<file path="config.mk">
export PLATFORM = sky130hd
export DESIGN_NAME = selectable_murmur3_fnv1a_hash_core
export DESIGN_NICKNAME = d
export VERILOG_FILES = /design/src/sv/smfh_pkg.sv /design/src/sv/selectable_murmur3_fnv1a_hash_core.sv /design/src/sv/smfh_mul.sv /design/src/sv/smfh_seq.sv
export SDC_FILE = /design/constraint.sdc
export NUM_CORES = 2
export LEC_CHECK = 0
export BUFFER_PORTS_ARGS = -buffer_cell sky130_fd_sc_hd__buf_2
export CORE_MARGIN = 3
export CORE_UTILIZATION = 45
export DETAILED_ROUTE_END_ITERATION = 16
export GPL_TIMING_DRIVEN = 0
export REMOVE_ABC_BUFFERS = 1
export SLEW_MARGIN = 20
export SYNTH_ARGS = -nofsm -noshare
export SYNTH_HDL_FRONTEND = slang
export SYNTH_SLANG_ARGS = --single-unit
</file>
<file path="constraint.sdc">
create_clock -name clk -period 10.3 [get_ports clk]
set_clock_uncertainty 0.1 [all_clocks]
set_input_delay 1.03 -clock clk [delete_from_list [all_inputs] [get_ports clk]]
set_output_delay 1.03 -clock clk [all_outputs]
set_load 0.05 [all_outputs]
</file>
<file path="src/sv/smfh_pkg.sv">
// Types, constants and helper functions of the selectable Murmur3 / FNV-1a hash core.
`default_nettype none
package smfh_pkg;

  localparam int unsigned HASH_W     = 32;
  localparam int unsigned PEND_W     = 24;
  localparam int unsigned CFG_IDX_W  = 1;

  // Register indexes on the configuration port
  localparam logic [CFG_IDX_W-1:0] REG_ALGORITHM = 1'b0;
  localparam logic [CFG_IDX_W-1:0] REG_HASH_SEED = 1'b1;

  // Algorithm codes
  localparam logic ALG_MURMUR = 1'b0;
  localparam logic ALG_FNV    = 1'b1;

  localparam logic [HASH_W-1:0] MM_C1     = 32'hcc9e2d51;
  localparam logic [HASH_W-1:0] MM_C2     = 32'h1b873593;
  localparam logic [HASH_W-1:0] MM_N      = 32'he6546b64;
  localparam logic [HASH_W-1:0] MM_F1     = 32'h85ebca6b;
  localparam logic [HASH_W-1:0] MM_F2     = 32'hc2b2ae35;
  localparam logic [HASH_W-1:0] FNV_BASIS = 32'h811c9dc5;
  localparam logic [HASH_W-1:0] FNV_PRIME = 32'h01000193;

  typedef struct packed {
    logic              algorithm;
    logic [HASH_W-1:0] hash_seed;
  } cfg_t;

  function automatic logic [HASH_W-1:0] rotl32(input logic [HASH_W-1:0] x,
                                                input int unsigned r);
    return (x << r) | (x >> (HASH_W - r));
  endfunction

endpackage
`default_nettype wire

</file>
<file path="src/sv/selectable_murmur3_fnv1a_hash_core.sv">
// Top level of the selectable Murmur3 / FNV-1a hash core: ports, registers, output stage.
`default_nettype none
// Hashes a byte stream, at most one byte per input beat, and returns the 32-bit hash
// on the beat marked tlast. algorithm 0 selects MurmurHash3 x86_32 seeded by hash_seed,
// 1 selects FNV-1a 32. A register write discards any message in progress. One
// 32x32 multiplier with a registered product serves every multiply, so the states
// a beat passes through follow its use: a beat with no byte and no tlast leaves
// ST_IDLE unchanged; FNV-1a takes each byte through ST_FNV; Murmur keeps a byte that
// leaves its 4-byte block open in ST_IDLE and takes the byte that completes it through
// ST_BK1 and ST_BK2. On tlast the Murmur finalizer runs ST_MIX0 to ST_MIX2 (ST_TL1
// to ST_TL3, ST_MIX1, ST_MIX2 with 1 to 3 tail bytes); the result goes via ST_OUT to
// the output register to wait for out_tready while the next message is taken in.
module selectable_murmur3_fnv1a_hash_core #(
  parameter int unsigned LENGTH_BITS = 32
) (
  input  wire logic                                clk,
  input  wire logic                                rst_n,
  input  wire logic                                in_tvalid,
  output logic                                     in_tready,
  input  wire logic [7:0]                          in_tdata,   // [7:0] data_byte
  input  wire logic                                in_tuser,   // [0] byte_present
  input  wire logic                                in_tlast,
  output logic                                     out_tvalid,
  input  wire logic                                out_tready,
  output logic      [smfh_pkg::HASH_W-1:0]         out_tdata,  // [31:0] hash_value
  input  wire logic                                cfg_we,
  input  wire logic [smfh_pkg::CFG_IDX_W-1:0]      cfg_index,
  input  wire logic [smfh_pkg::HASH_W-1:0]         cfg_wdata
);

  smfh_pkg::cfg_t               cfg_r, cfg_nxt;
  logic                         out_valid_r, out_valid_nxt;
  logic [smfh_pkg::HASH_W-1:0]  out_data_r, out_data_nxt;
  logic                         res_valid;
  logic                         res_ready;
  logic [smfh_pkg::HASH_W-1:0]  res_hash;

  smfh_seq #(
    .LENGTH_BITS (LENGTH_BITS)
  ) u_seq (
    .clk          (clk),
    .rst_n        (rst_n),
    .cfg          (cfg_r),
    .cfg_clear    (cfg_we),
    .in_valid     (in_tvalid),
    .in_ready     (in_tready),
    .data_byte    (in_tdata),
    .byte_present (in_tuser),
    .last         (in_tlast),
    .res_valid    (res_valid),
    .res_ready    (res_ready),
    .res_hash     (res_hash)
  );

  always_comb begin
    cfg_nxt = cfg_r;
    if (cfg_we) begin
      unique case (cfg_index)
        smfh_pkg::REG_ALGORITHM: cfg_nxt.algorithm = cfg_wdata[0];
        smfh_pkg::REG_HASH_SEED: cfg_nxt.hash_seed = cfg_wdata;
        default:                 cfg_nxt = cfg_r;
      endcase
    end
  end

  // Output register: load when empty or being drained
  assign res_ready = !out_valid_r || out_tready;

  always_comb begin
    out_valid_nxt = out_valid_r;
    out_data_nxt  = out_data_r;
    if (res_valid && res_ready) begin
      out_valid_nxt = 1'b1;
      out_data_nxt  = res_hash;
    end else if (out_tready) begin
      out_valid_nxt = 1'b0;
    end
  end

  always_ff @(posedge clk) begin
    if (!rst_n) begin
      cfg_r       <= '0;
      out_valid_r <= 1'b0;
    end else begin
      cfg_r       <= cfg_nxt;
      out_valid_r <= out_valid_nxt;
    end
  end

  always_ff @(posedge clk) begin
    out_data_r <= out_data_nxt;
  end

  assign out_tvalid = out_valid_r;
  assign out_tdata  = out_data_r;

endmodule
`default_nettype wire

</file>
<file path="src/sv/smfh_mul.sv">
// Shared 32x32 multiplier keeping the low 32 product bits in a register.
`default_nettype none
module smfh_mul (
  input  wire logic                          clk,
  input  wire logic                          en,
  input  wire logic [smfh_pkg::HASH_W-1:0]   a,
  input  wire logic [smfh_pkg::HASH_W-1:0]   b,
  output logic      [smfh_pkg::HASH_W-1:0]   p_r
);

  logic [2*smfh_pkg::HASH_W-1:0] full;
  logic [smfh_pkg::HASH_W-1:0]   p_nxt;

  assign full  = a * b;
  assign p_nxt = en ? full[smfh_pkg::HASH_W-1:0] : p_r;

  always_ff @(posedge clk) begin
    p_r <= p_nxt;
  end

endmodule
`default_nettype wire

</file>
<file path="src/sv/smfh_seq.sv">
// Sequencer and message state: drives the shared multiplier through the hash steps.
`default_nettype none
module smfh_seq #(
  parameter int unsigned LENGTH_BITS = 32
) (
  input  wire logic                          clk,
  input  wire logic                          rst_n,
  input  wire smfh_pkg::cfg_t                cfg,
  input  wire logic                          cfg_clear,
  input  wire logic                          in_valid,
  output logic                               in_ready,
  input  wire logic [7:0]                    data_byte,
  input  wire logic                          byte_present,
  input  wire logic                          last,
  output logic                               res_valid,
  input  wire logic                          res_ready,
  output logic      [smfh_pkg::HASH_W-1:0]   res_hash
);

  localparam logic [3:0] ST_IDLE = 4'd0;
  localparam logic [3:0] ST_FNV  = 4'd1;
  localparam logic [3:0] ST_BK1  = 4'd2;
  localparam logic [3:0] ST_BK2  = 4'd3;
  localparam logic [3:0] ST_TL1  = 4'd4;
  localparam logic [3:0] ST_TL2  = 4'd5;
  localparam logic [3:0] ST_TL3  = 4'd6;
  localparam logic [3:0] ST_MIX0 = 4'd7;
  localparam logic [3:0] ST_MIX1 = 4'd8;
  localparam logic [3:0] ST_MIX2 = 4'd9;
  localparam logic [3:0] ST_OUT  = 4'd10;

  localparam logic [LENGTH_BITS-1:0] LEN_ONE = LENGTH_BITS'(1);

  logic [3:0]                    state_r, state_nxt;
  logic                          in_msg_r, in_msg_nxt;
  logic [smfh_pkg::HASH_W-1:0]   hash_r, hash_nxt;
  logic [smfh_pkg::PEND_W-1:0]   pend_r, pend_nxt;
  logic [1:0]                    cnt_r, cnt_nxt;
  logic [LENGTH_BITS-1:0]        len_r, len_nxt;
  logic                          last_r, last_nxt;
  logic [smfh_pkg::HASH_W-1:0]   res_r, res_nxt;

  logic [smfh_pkg::HASH_W-1:0]   hash_eff;
  logic [smfh_pkg::PEND_W-1:0]   pend_eff;
  logic [1:0]                    cnt_eff;
  logic [LENGTH_BITS-1:0]        len_eff;
  logic [smfh_pkg::HASH_W-1:0]   block;
  logic [smfh_pkg::HASH_W-1:0]   rot_t;
  logic [smfh_pkg::HASH_W-1:0]   mix_x;
  logic [smfh_pkg::HASH_W-1:0]   mix_src;
  logic                          accept;

  logic                          mul_en;
  logic [smfh_pkg::HASH_W-1:0]   mul_a;
  logic [smfh_pkg::HASH_W-1:0]   mul_b;
  logic [smfh_pkg::HASH_W-1:0]   mul_p;

  smfh_mul u_mul (
    .clk (clk),
    .en  (mul_en),
    .a   (mul_a),
    .b   (mul_b),
    .p_r (mul_p)
  );

  assign in_ready  = (state_r == ST_IDLE);
  assign accept    = in_valid && in_ready && (byte_present || last);
  assign res_valid = (state_r == ST_OUT);
  assign res_hash  = res_r;

  // A new message starts from the seed or the offset basis
  assign hash_eff = in_msg_r ? hash_r :
                    ((cfg.algorithm == smfh_pkg::ALG_FNV) ? smfh_pkg::FNV_BASIS
                                                          : cfg.hash_seed);
  assign pend_eff = in_msg_r ? pend_r : '0;
  assign cnt_eff  = in_msg_r ? cnt_r : 2'd0;
  assign len_eff  = in_msg_r ? len_r : '0;
  assign block    = {data_byte, pend_eff};

  assign rot_t   = smfh_pkg::rotl32(hash_r ^ mul_p, 13);
  assign mix_src = ((state_r == ST_TL3) ? (hash_r ^ mul_p) : hash_r) ^ 32'(len_r);
  assign mix_x   = mix_src ^ (mix_src >> 16);

  always_comb begin
    state_nxt  = state_r;
    in_msg_nxt = in_msg_r;
    hash_nxt   = hash_r;
    pend_nxt   = pend_r;
    cnt_nxt    = cnt_r;
    len_nxt    = len_r;
    last_nxt   = last_r;
    res_nxt    = res_r;
    mul_en     = 1'b0;
    mul_a      = '0;
    mul_b      = '0;

    unique case (state_r)
      ST_IDLE: begin
        if (accept) begin
          in_msg_nxt = 1'b1;
          hash_nxt   = hash_eff;
          pend_nxt   = pend_eff;
          cnt_nxt    = cnt_eff;
          len_nxt    = byte_present ? (len_eff + LEN_ONE) : len_eff;
          last_nxt   = last;
          if (cfg.algorithm == smfh_pkg::ALG_FNV) begin
            if (byte_present) begin
              mul_en    = 1'b1;
              mul_a     = hash_eff ^ {24'h0, data_byte};
              mul_b     = smfh_pkg::FNV_PRIME;
              state_nxt = ST_FNV;
            end else begin
              res_nxt   = hash_eff;
              state_nxt = ST_OUT;
            end
          end else if (byte_present && (cnt_eff == 2'd3)) begin
            mul_en    = 1'b1;
            mul_a     = block;
            mul_b     = smfh_pkg::MM_C1;
            pend_nxt  = '0;
            cnt_nxt   = 2'd0;
            state_nxt = ST_BK1;
          end else if (byte_present) begin
            pend_nxt = pend_eff | (smfh_pkg::PEND_W'(data_byte) << {cnt_eff, 3'b000});
            cnt_nxt  = cnt_eff + 2'd1;
            if (last) begin
              state_nxt = ST_TL1;
            end
          end else begin
            state_nxt = (cnt_eff != 2'd0) ? ST_TL1 : ST_MIX0;
          end
        end
      end
      ST_FNV: begin
        hash_nxt = mul_p;
        if (last_r) begin
          res_nxt   = mul_p;
          state_nxt = ST_OUT;
        end else begin
          state_nxt = ST_IDLE;
        end
      end
      ST_BK1: begin
        mul_en    = 1'b1;
        mul_a     = smfh_pkg::rotl32(mul_p, 15);
        mul_b     = smfh_pkg::MM_C2;
        state_nxt = ST_BK2;
      end
      ST_BK2: begin
        // h = rotl(h ^ k, 13) * 5 + n
        hash_nxt  = (rot_t << 2) + rot_t + smfh_pkg::MM_N;
        state_nxt = last_r ? ST_MIX0 : ST_IDLE;
      end
      ST_TL1: begin
        mul_en    = 1'b1;
        mul_a     = {8'h00, pend_r};
        mul_b     = smfh_pkg::MM_C1;
        state_nxt = ST_TL2;
      end
      ST_TL2: begin
        mul_en    = 1'b1;
        mul_a     = smfh_pkg::rotl32(mul_p, 15);
        mul_b     = smfh_pkg::MM_C2;
        state_nxt = ST_TL3;
      end
      ST_TL3, ST_MIX0: begin
        mul_en    = 1'b1;
        mul_a     = mix_x;
        mul_b     = smfh_pkg::MM_F1;
        state_nxt = ST_MIX1;
      end
      ST_MIX1: begin
        mul_en    = 1'b1;
        mul_a     = mul_p ^ (mul_p >> 13);
        mul_b     = smfh_pkg::MM_F2;
        state_nxt = ST_MIX2;
      end
      ST_MIX2: begin
        res_nxt   = mul_p ^ (mul_p >> 16);
        state_nxt = ST_OUT;
      end
      ST_OUT: begin
        if (res_ready) begin
          in_msg_nxt = 1'b0;
          state_nxt  = ST_IDLE;
        end
      end
      default: begin
        state_nxt = ST_IDLE;
      end
    endcase

    // Drop the message in progress on any register write
    if (cfg_clear) begin
      in_msg_nxt = 1'b0;
    end
  end

  always_ff @(posedge clk) begin
    if (!rst_n) begin
      state_r  <= ST_IDLE;
      in_msg_r <= 1'b0;
    end else begin
      state_r  <= state_nxt;
      in_msg_r <= in_msg_nxt;
    end
  end

  always_ff @(posedge clk) begin
    hash_r <= hash_nxt;
    pend_r <= pend_nxt;
    cnt_r  <= cnt_nxt;
    len_r  <= len_nxt;
    last_r <= last_nxt;
    res_r  <= res_nxt;
  end

endmodule
`default_nettype wire

</file>
-- Word-level counts from Yosys, hierarchy flattened
Cells that the tools add are included.
- add/subtract/negate cells: 4
- shift-type cells: 1
- multiply operators: 1
- bitwise logic cells: 11
- eq/ne operators: 17
- reduce and logical (&&, ||, !) cells: 24
- mux-type cells: 51
- operators with widths (cell ; count):
    two-way mux 32 bit ; 17
    one-hot mux 32 bit (5 select lines) ; 2
    one-hot mux 32 bit (3 select lines) ; 2
    two-way mux 24 bit ; 4
    bitwise XOR 32 x 16 -> 32 bit ; 2
    bitwise XOR 32 bit ; 2
    one-hot mux 4 bit (10 select lines) ; 1
    adder 32 x 1 -> 32 bit (second input constant) ; 1
    adder 32 bit ; 1
    adder 32 bit (second input constant) ; 1
    multiplier 32 x 32 -> 32 bit ; 1
    two-way mux 4 bit ; 8
    bitwise OR 32 x 13 -> 32 bit ; 1
    bitwise OR 32 x 15 -> 32 bit ; 1
    bitwise XOR 32 x 19 -> 32 bit ; 1
    bitwise XOR 32 x 8 -> 32 bit ; 1
    two-way mux 25 bit ; 1
    bitwise OR 24 bit ; 1
    left shift 8 x 5 -> 24 bit ; 1
    equality test 4 x 3 -> 1 bit (second input constant) ; 4
    equality test 4 bit (second input constant) ; 3
    two-way mux 2 bit ; 5
    equality test 4 x 2 -> 1 bit (second input constant) ; 2
    two-way mux 1 bit ; 8
    other kinds (20) ; 38
- output and inout bits: 34
- flip-flop bits (word level): 226
- input port bits: 48

-- Logic depth before layout (Yosys ltp)
- depth after elaboration: 8
- gate-level depth with buffers: 44
- depth with buffers taken out: 36

-- Hierarchy
A second synthesis with hierarchy kept.
- cell total of the unflattened synthesis: 3274
- area, all modules: 30684.4 um^2
- by module, submodules not included (module ; seq. area each (um^2) ; times used ; cells each ; area each (um^2)):
    smfh_mul ; 960.9 ; 1 ; 1746 ; 16762.3
    smfh_seq ; 3793.6 ; 1 ; 1342 ; 11459.7
    selectable_murmur3_fnv1a_hash_core ; 1641.6 ; 1 ; 186 ; 2462.4

-- Worst setup path before layout
Ideal clock, no wire load.
- path type: register to register
- from: reg u_seq.in_msg_r
- to: reg u_seq.u_mul.p_r[31] in the netlist's numbering, data pin
- clock period less this slack: 9465 ps
- data required time: 9940 ps
- library setup time: 260 ps
- cell stages (with the launch flop): 45
- slack: 835 ps
- arrival: 9105 ps
- cell sequence: dfxtp_1 > clkbuf_1 > buf_2 > buf_2 > clkbuf_1 > clkbuf_1 > nand2_1 > inv_1 > ha_1 > buf_6 > and3b_1 > buf_6 > a41o_1 > buf_6 > a21oi_1 > o211ai_1 > or2_2 > clkbuf_1 > [9 not listed] > inv_1 > fa_1 > inv_1 > fa_1 > fa_1 > fa_1 > inv_1 > ha_1 > a21oi_1 > nor2b_1 > o21ai_0 > nand2b_1 > a21o_1 > a21oi_1 > a311oi_1 > o41a_1 > nor2_1 > xnor2_1
- longest elaborated chain between the ends: 8
- elaborated cells on any way between the ends: 16
- ends and longest elaborated chain (what ; line ; text):
    start, declared ; smfh_seq.sv:35 ; logic in_msg_r, in_msg_nxt;
    start signal, assigned ; smfh_seq.sv:205 ; in_msg_r <= in_msg_nxt;
    two-way mux 2 bit ; smfh_seq.sv:76 ; assign cnt_eff = in_msg_r ? cnt_r : 2'd0;
    equality test 2 bit ; smfh_seq.sv:116 ; end else if (byte_present && (cnt_eff == 2'd3)) begin
    logical AND 1 bit ; smfh_seq.sv:116 ;
    two-way mux 32 bit ; smfh_seq.sv:116 ;
    two-way mux 32 bit ; smfh_seq.sv:106 ; if (cfg.algorithm == smfh_pkg::ALG_FNV) begin
    two-way mux 32 bit ; smfh_seq.sv:99 ; if (accept) begin
    one-hot mux 32 bit (5 select lines) ; smfh_seq.sv:97 ; unique case (state_r)
    multiplier 32 x 32 -> 32 bit (*) ; smfh_mul.sv:14 ; assign full = a * b;
    net u_seq.u_mul.full (one bit) ; smfh_mul.sv:11 ; logic [2*smfh_pkg::HASH_W-1:0] full;
    end signal, assigned ; smfh_mul.sv:18 ; p_r <= p_nxt;
    end, declared ; smfh_mul.sv:8 ; output logic [smfh_pkg::HASH_W-1:0] p_r
Mark *: on every way through the listed nets, which the timed path passes. The rest lies on a longest branch.
A chain may end at the register's enable or synchronous reset.

-- Final worst setup path
- from: reg u_seq.u_mul.p_r[20] in the netlist's numbering
- to: reg u_seq.u_mul.p_r[31] in the netlist's numbering, data pin
- longest elaborated chain between the ends: 6
- elaborated cells on any way between the ends: 8
- ends and longest elaborated chain (what ; line ; text):
    bitwise XOR 32 bit ; smfh_seq.sv:81 ; assign mix_src = ((state_r == ST_TL3) ? (hash_r ^ mul_p) : hash_r) ^ 32'(len_r);
    two-way mux 32 bit ; smfh_seq.sv:81 ;
    bitwise XOR 32 bit ; smfh_seq.sv:81 ;
    bitwise XOR 32 x 16 -> 32 bit ; smfh_seq.sv:82 ; assign mix_x = mix_src ^ (mix_src >> 16);
    one-hot mux 32 bit (5 select lines) (*) ; smfh_seq.sv:97 ;
    multiplier 32 x 32 -> 32 bit (*) ; smfh_mul.sv:14 ;
    net u_seq.u_mul.full (one bit) ; smfh_mul.sv:11 ;
Marked as above.

==> flow_metrics.tcl <==
set metrics [dict create \
    grt_max_degree 63 \
    worstSetupStartpointType "flip-flop" \
    cap_violations 0 \
    nets 3859 \
    wirelength_mm 118.9 \
    htreeDepth 1 \
    firstDrtPassIters 9 \
    row_count 92 \
    crit_type "reg2reg" \
    crit_fanout 12 \
    synth-seq-cells 226 \
    viasPerCell 5.859 \
    clk_latency_ns 0.58 \
    drv_slew 0 \
    dpl_worst_slack_ns -2.408 \
    synth_top_area_cell "fa_1" \
    setup_ws_ns 0.2462 \
    period_needed_ns 10.05 \
    dp_cells 4004 \
    slowest_stage "edfxtp_1" \
    final_cells 4089 \
    cp.arrival_ns 10.26 \
    grt_pass1_vias 24350 \
    area_growth_pct 9.987 \
    wl_per_cell_um 29.07 \
    worst_pin_slew_ns 1.285 \
    clk_path_buf_depth 3 \
    yosysMostFrequentCell "inv_1" \
    synth.area.top_cells "fa_1 (28%), edfxtp_1 (19%), inv_1 (7.8%)" \
    yosysSeqAreaShare_pct 21.86 \
    clockRootBuffer "clkbuf_16" \
    cts.clk_slew.worst_paths_ns 0.06 \
    required_ns 10.51 \
    cts_tree "yes" \
    route.detailed.drc 0 \
    nFillCells 6027 \
    cts.sinks 226 \
    synth_cell_type_count 84 \
    core_area_mm2 0.06366 \
    synth_area_mm2 0.02925 \
    portBuffers 81 \
    synth_edf_count 187 \
    gp_congestion 1.016 \
    finalSetupViolCount 0 \
    synth_flop_cell "edfxtp_1" \
    drive_gt1_share_pct 8.942 \
    io-pin-count 82 \
    ant_nets 0 \
    grt_usage_pct 35.07 \
    die_area_mm2 0.06810 \
    die_width_um 261.0 \
    fmax_ghz 0.09946 \
    hold_violations 0 \
    critical_path.max_stage_delay_ns 1.19 \
    synth_area_per_cell_um2 9.162 \
    cp-end-kind "flip-flop" \
    chipHeight_um 261.0 \
    synth_cells 3193 \
    overflow 0 \
    fin_crit_sh_pct 97.61 \
    synth_warnings 0 \
    netlist.area_leader.share_pct 27.85 \
    drt_iter0_markers 2922 \
    start_util_pct 45.95 \
    async_flop_share_pct 0 \
    hold_path.class "reg2reg" \
    grt_pass1_wl_mm 169.9 \
    hpwl_mm 95.65 \
    via_count 23960 \
    relSlewSlack_pct 14.36 \
    fin_tns_setup_ns 0 \
    n_antenna_cell 0 \
    cts_buffers 29 \
    antenna_found_initial 1 \
    status "complete, no violations" \
    hold_buffers 0 \
    rsz0062_at_grt "false" \
    synth_commonest_cells "inv_1 (611), fa_1 (407), nand2_1 (337)" \
]
-- kinds of logic (layout without fill, tap and decap cells) --
logic type,count (synthesis),after routing,share of synthesized area [%]
flip-flops,226,226,21.86
adder cells (fa/ha/maj),590,590,35.68
AO/OA/AOI/OAI,503,504,10.95
buffers and inverters,762,810,9.953
AND/OR/NAND/NOR,816,817,12.53
XOR/XNOR,287,287,8.713
multiplexers,9,9,0.3165
-- cell usage in the layout (no fill, tap or decap), drive strengths merged, types with 8 or more instances in the layout --
cell type    n
fa         407
a211oi       8
or2         13
buf        136
nand2b      19
o211ai       9
xor2        90
and2        42
a21oi      172
and3        22
o21bai      16
nand3       30
edfxtp     187
or3         15
nor3        31
dfxtp       39
a31oi       17
nor2       245
o22ai       10
a221oi       9
clkinv      10
ha         183
inv        619
nand2      340
a21o        37
o221ai      13
xnor2      195
nor2b       16
o21ai      103
clkbuf      42
a22oi       42
-- critical path, delay by kind of cell, from the launching register on --
family | cells | cell delay, ns
adders and majority gates | 8 | 3.69
and+or+nand+nor | 4 | 1.24
AOI/OAI and AO/OA | 2 | 0.92
DFF | 1 | 1.19
xor gates and xnor gates | 11 | 2.32
buffers and inverters | 3 | 0.30
-- flip-flops by register name, indices dropped and copies added (netlist names) --
name	count
cfg_r	33
out_tdata	32
u_seq.hash_r	32
u_seq.len_r	32
u_seq.res_hash	32
u_seq.u_mul.p_r	32
u_seq.pend_r	24
u_seq.state_r	4
u_seq.cnt_r	2
out_tvalid	1
u_seq.in_msg_r	1
u_seq.last_r	1
-- final cells by class --
class	count	area [um^2]	share of cell area (%)
Clock inverter	12	125.1	0.3889
Tap cell	846	1059	3.290
Multi-Input combinational cell	2207	20310	63.14
Clock buffer	41	854.6	2.656
Inverter	620	2347	7.295
Sequential cell	226	6416	19.94
Timing Repair Buffer	137	1059	3.290
-- final timing paths --
path	slack [ns]	from	to	cells after the start
hold reg to reg	0.32	u_seq.res_hash[13]$_DFFE_PP_	out_tdata[13]$_DFFE_PP_	0
setup / recovery	0.25	u_seq.u_mul.p_r[20]$_DFFE_PP_	u_seq.u_mul.p_r[31]$_DFFE_PP_	28
hold / removal	0.32	u_seq.res_hash[13]$_DFFE_PP_	out_tdata[13]$_DFFE_PP_	0
setup reg to reg	0.25	u_seq.u_mul.p_r[20]$_DFFE_PP_	u_seq.u_mul.p_r[31]$_DFFE_PP_	28
-- repair_timing --
action                                  in CTS  in global routing
gates resized for setup                     45                 38
cloned                                       1                  2
endpoints found under the hold margin        0                  0
setup buffers                                7                 21
pin swaps                                    3                  4
endpoints found under the setup margin      17                  8
-- routing by layer --
metal  up-vias  share of wire, %  GRT usage, %
met1     12060                41         48.77
met4         0               4.8         12.74
met3       280                12         9.835
met5         -                 0             0
met2      1372                42         52.44
li1      10250                 -             -
-- metrics by stage --
step | area [um^2] | util (%) | hold WS, ns
floorplan | 28670 | - | 0.3003
global placement | 30130 | 47.34 | 0.3065
detailed placement | 30560 | 48.00 | 0.3057
CTS | 31770 | 49.91 | 0.3178
global route | 32170 | 50.54 | 0.3228
finish | 32170 | 50.54 | 0.3197
Power is not shown: default switching activity piles up to over one toggle a cycle in this logic, so the estimate is an artifact.
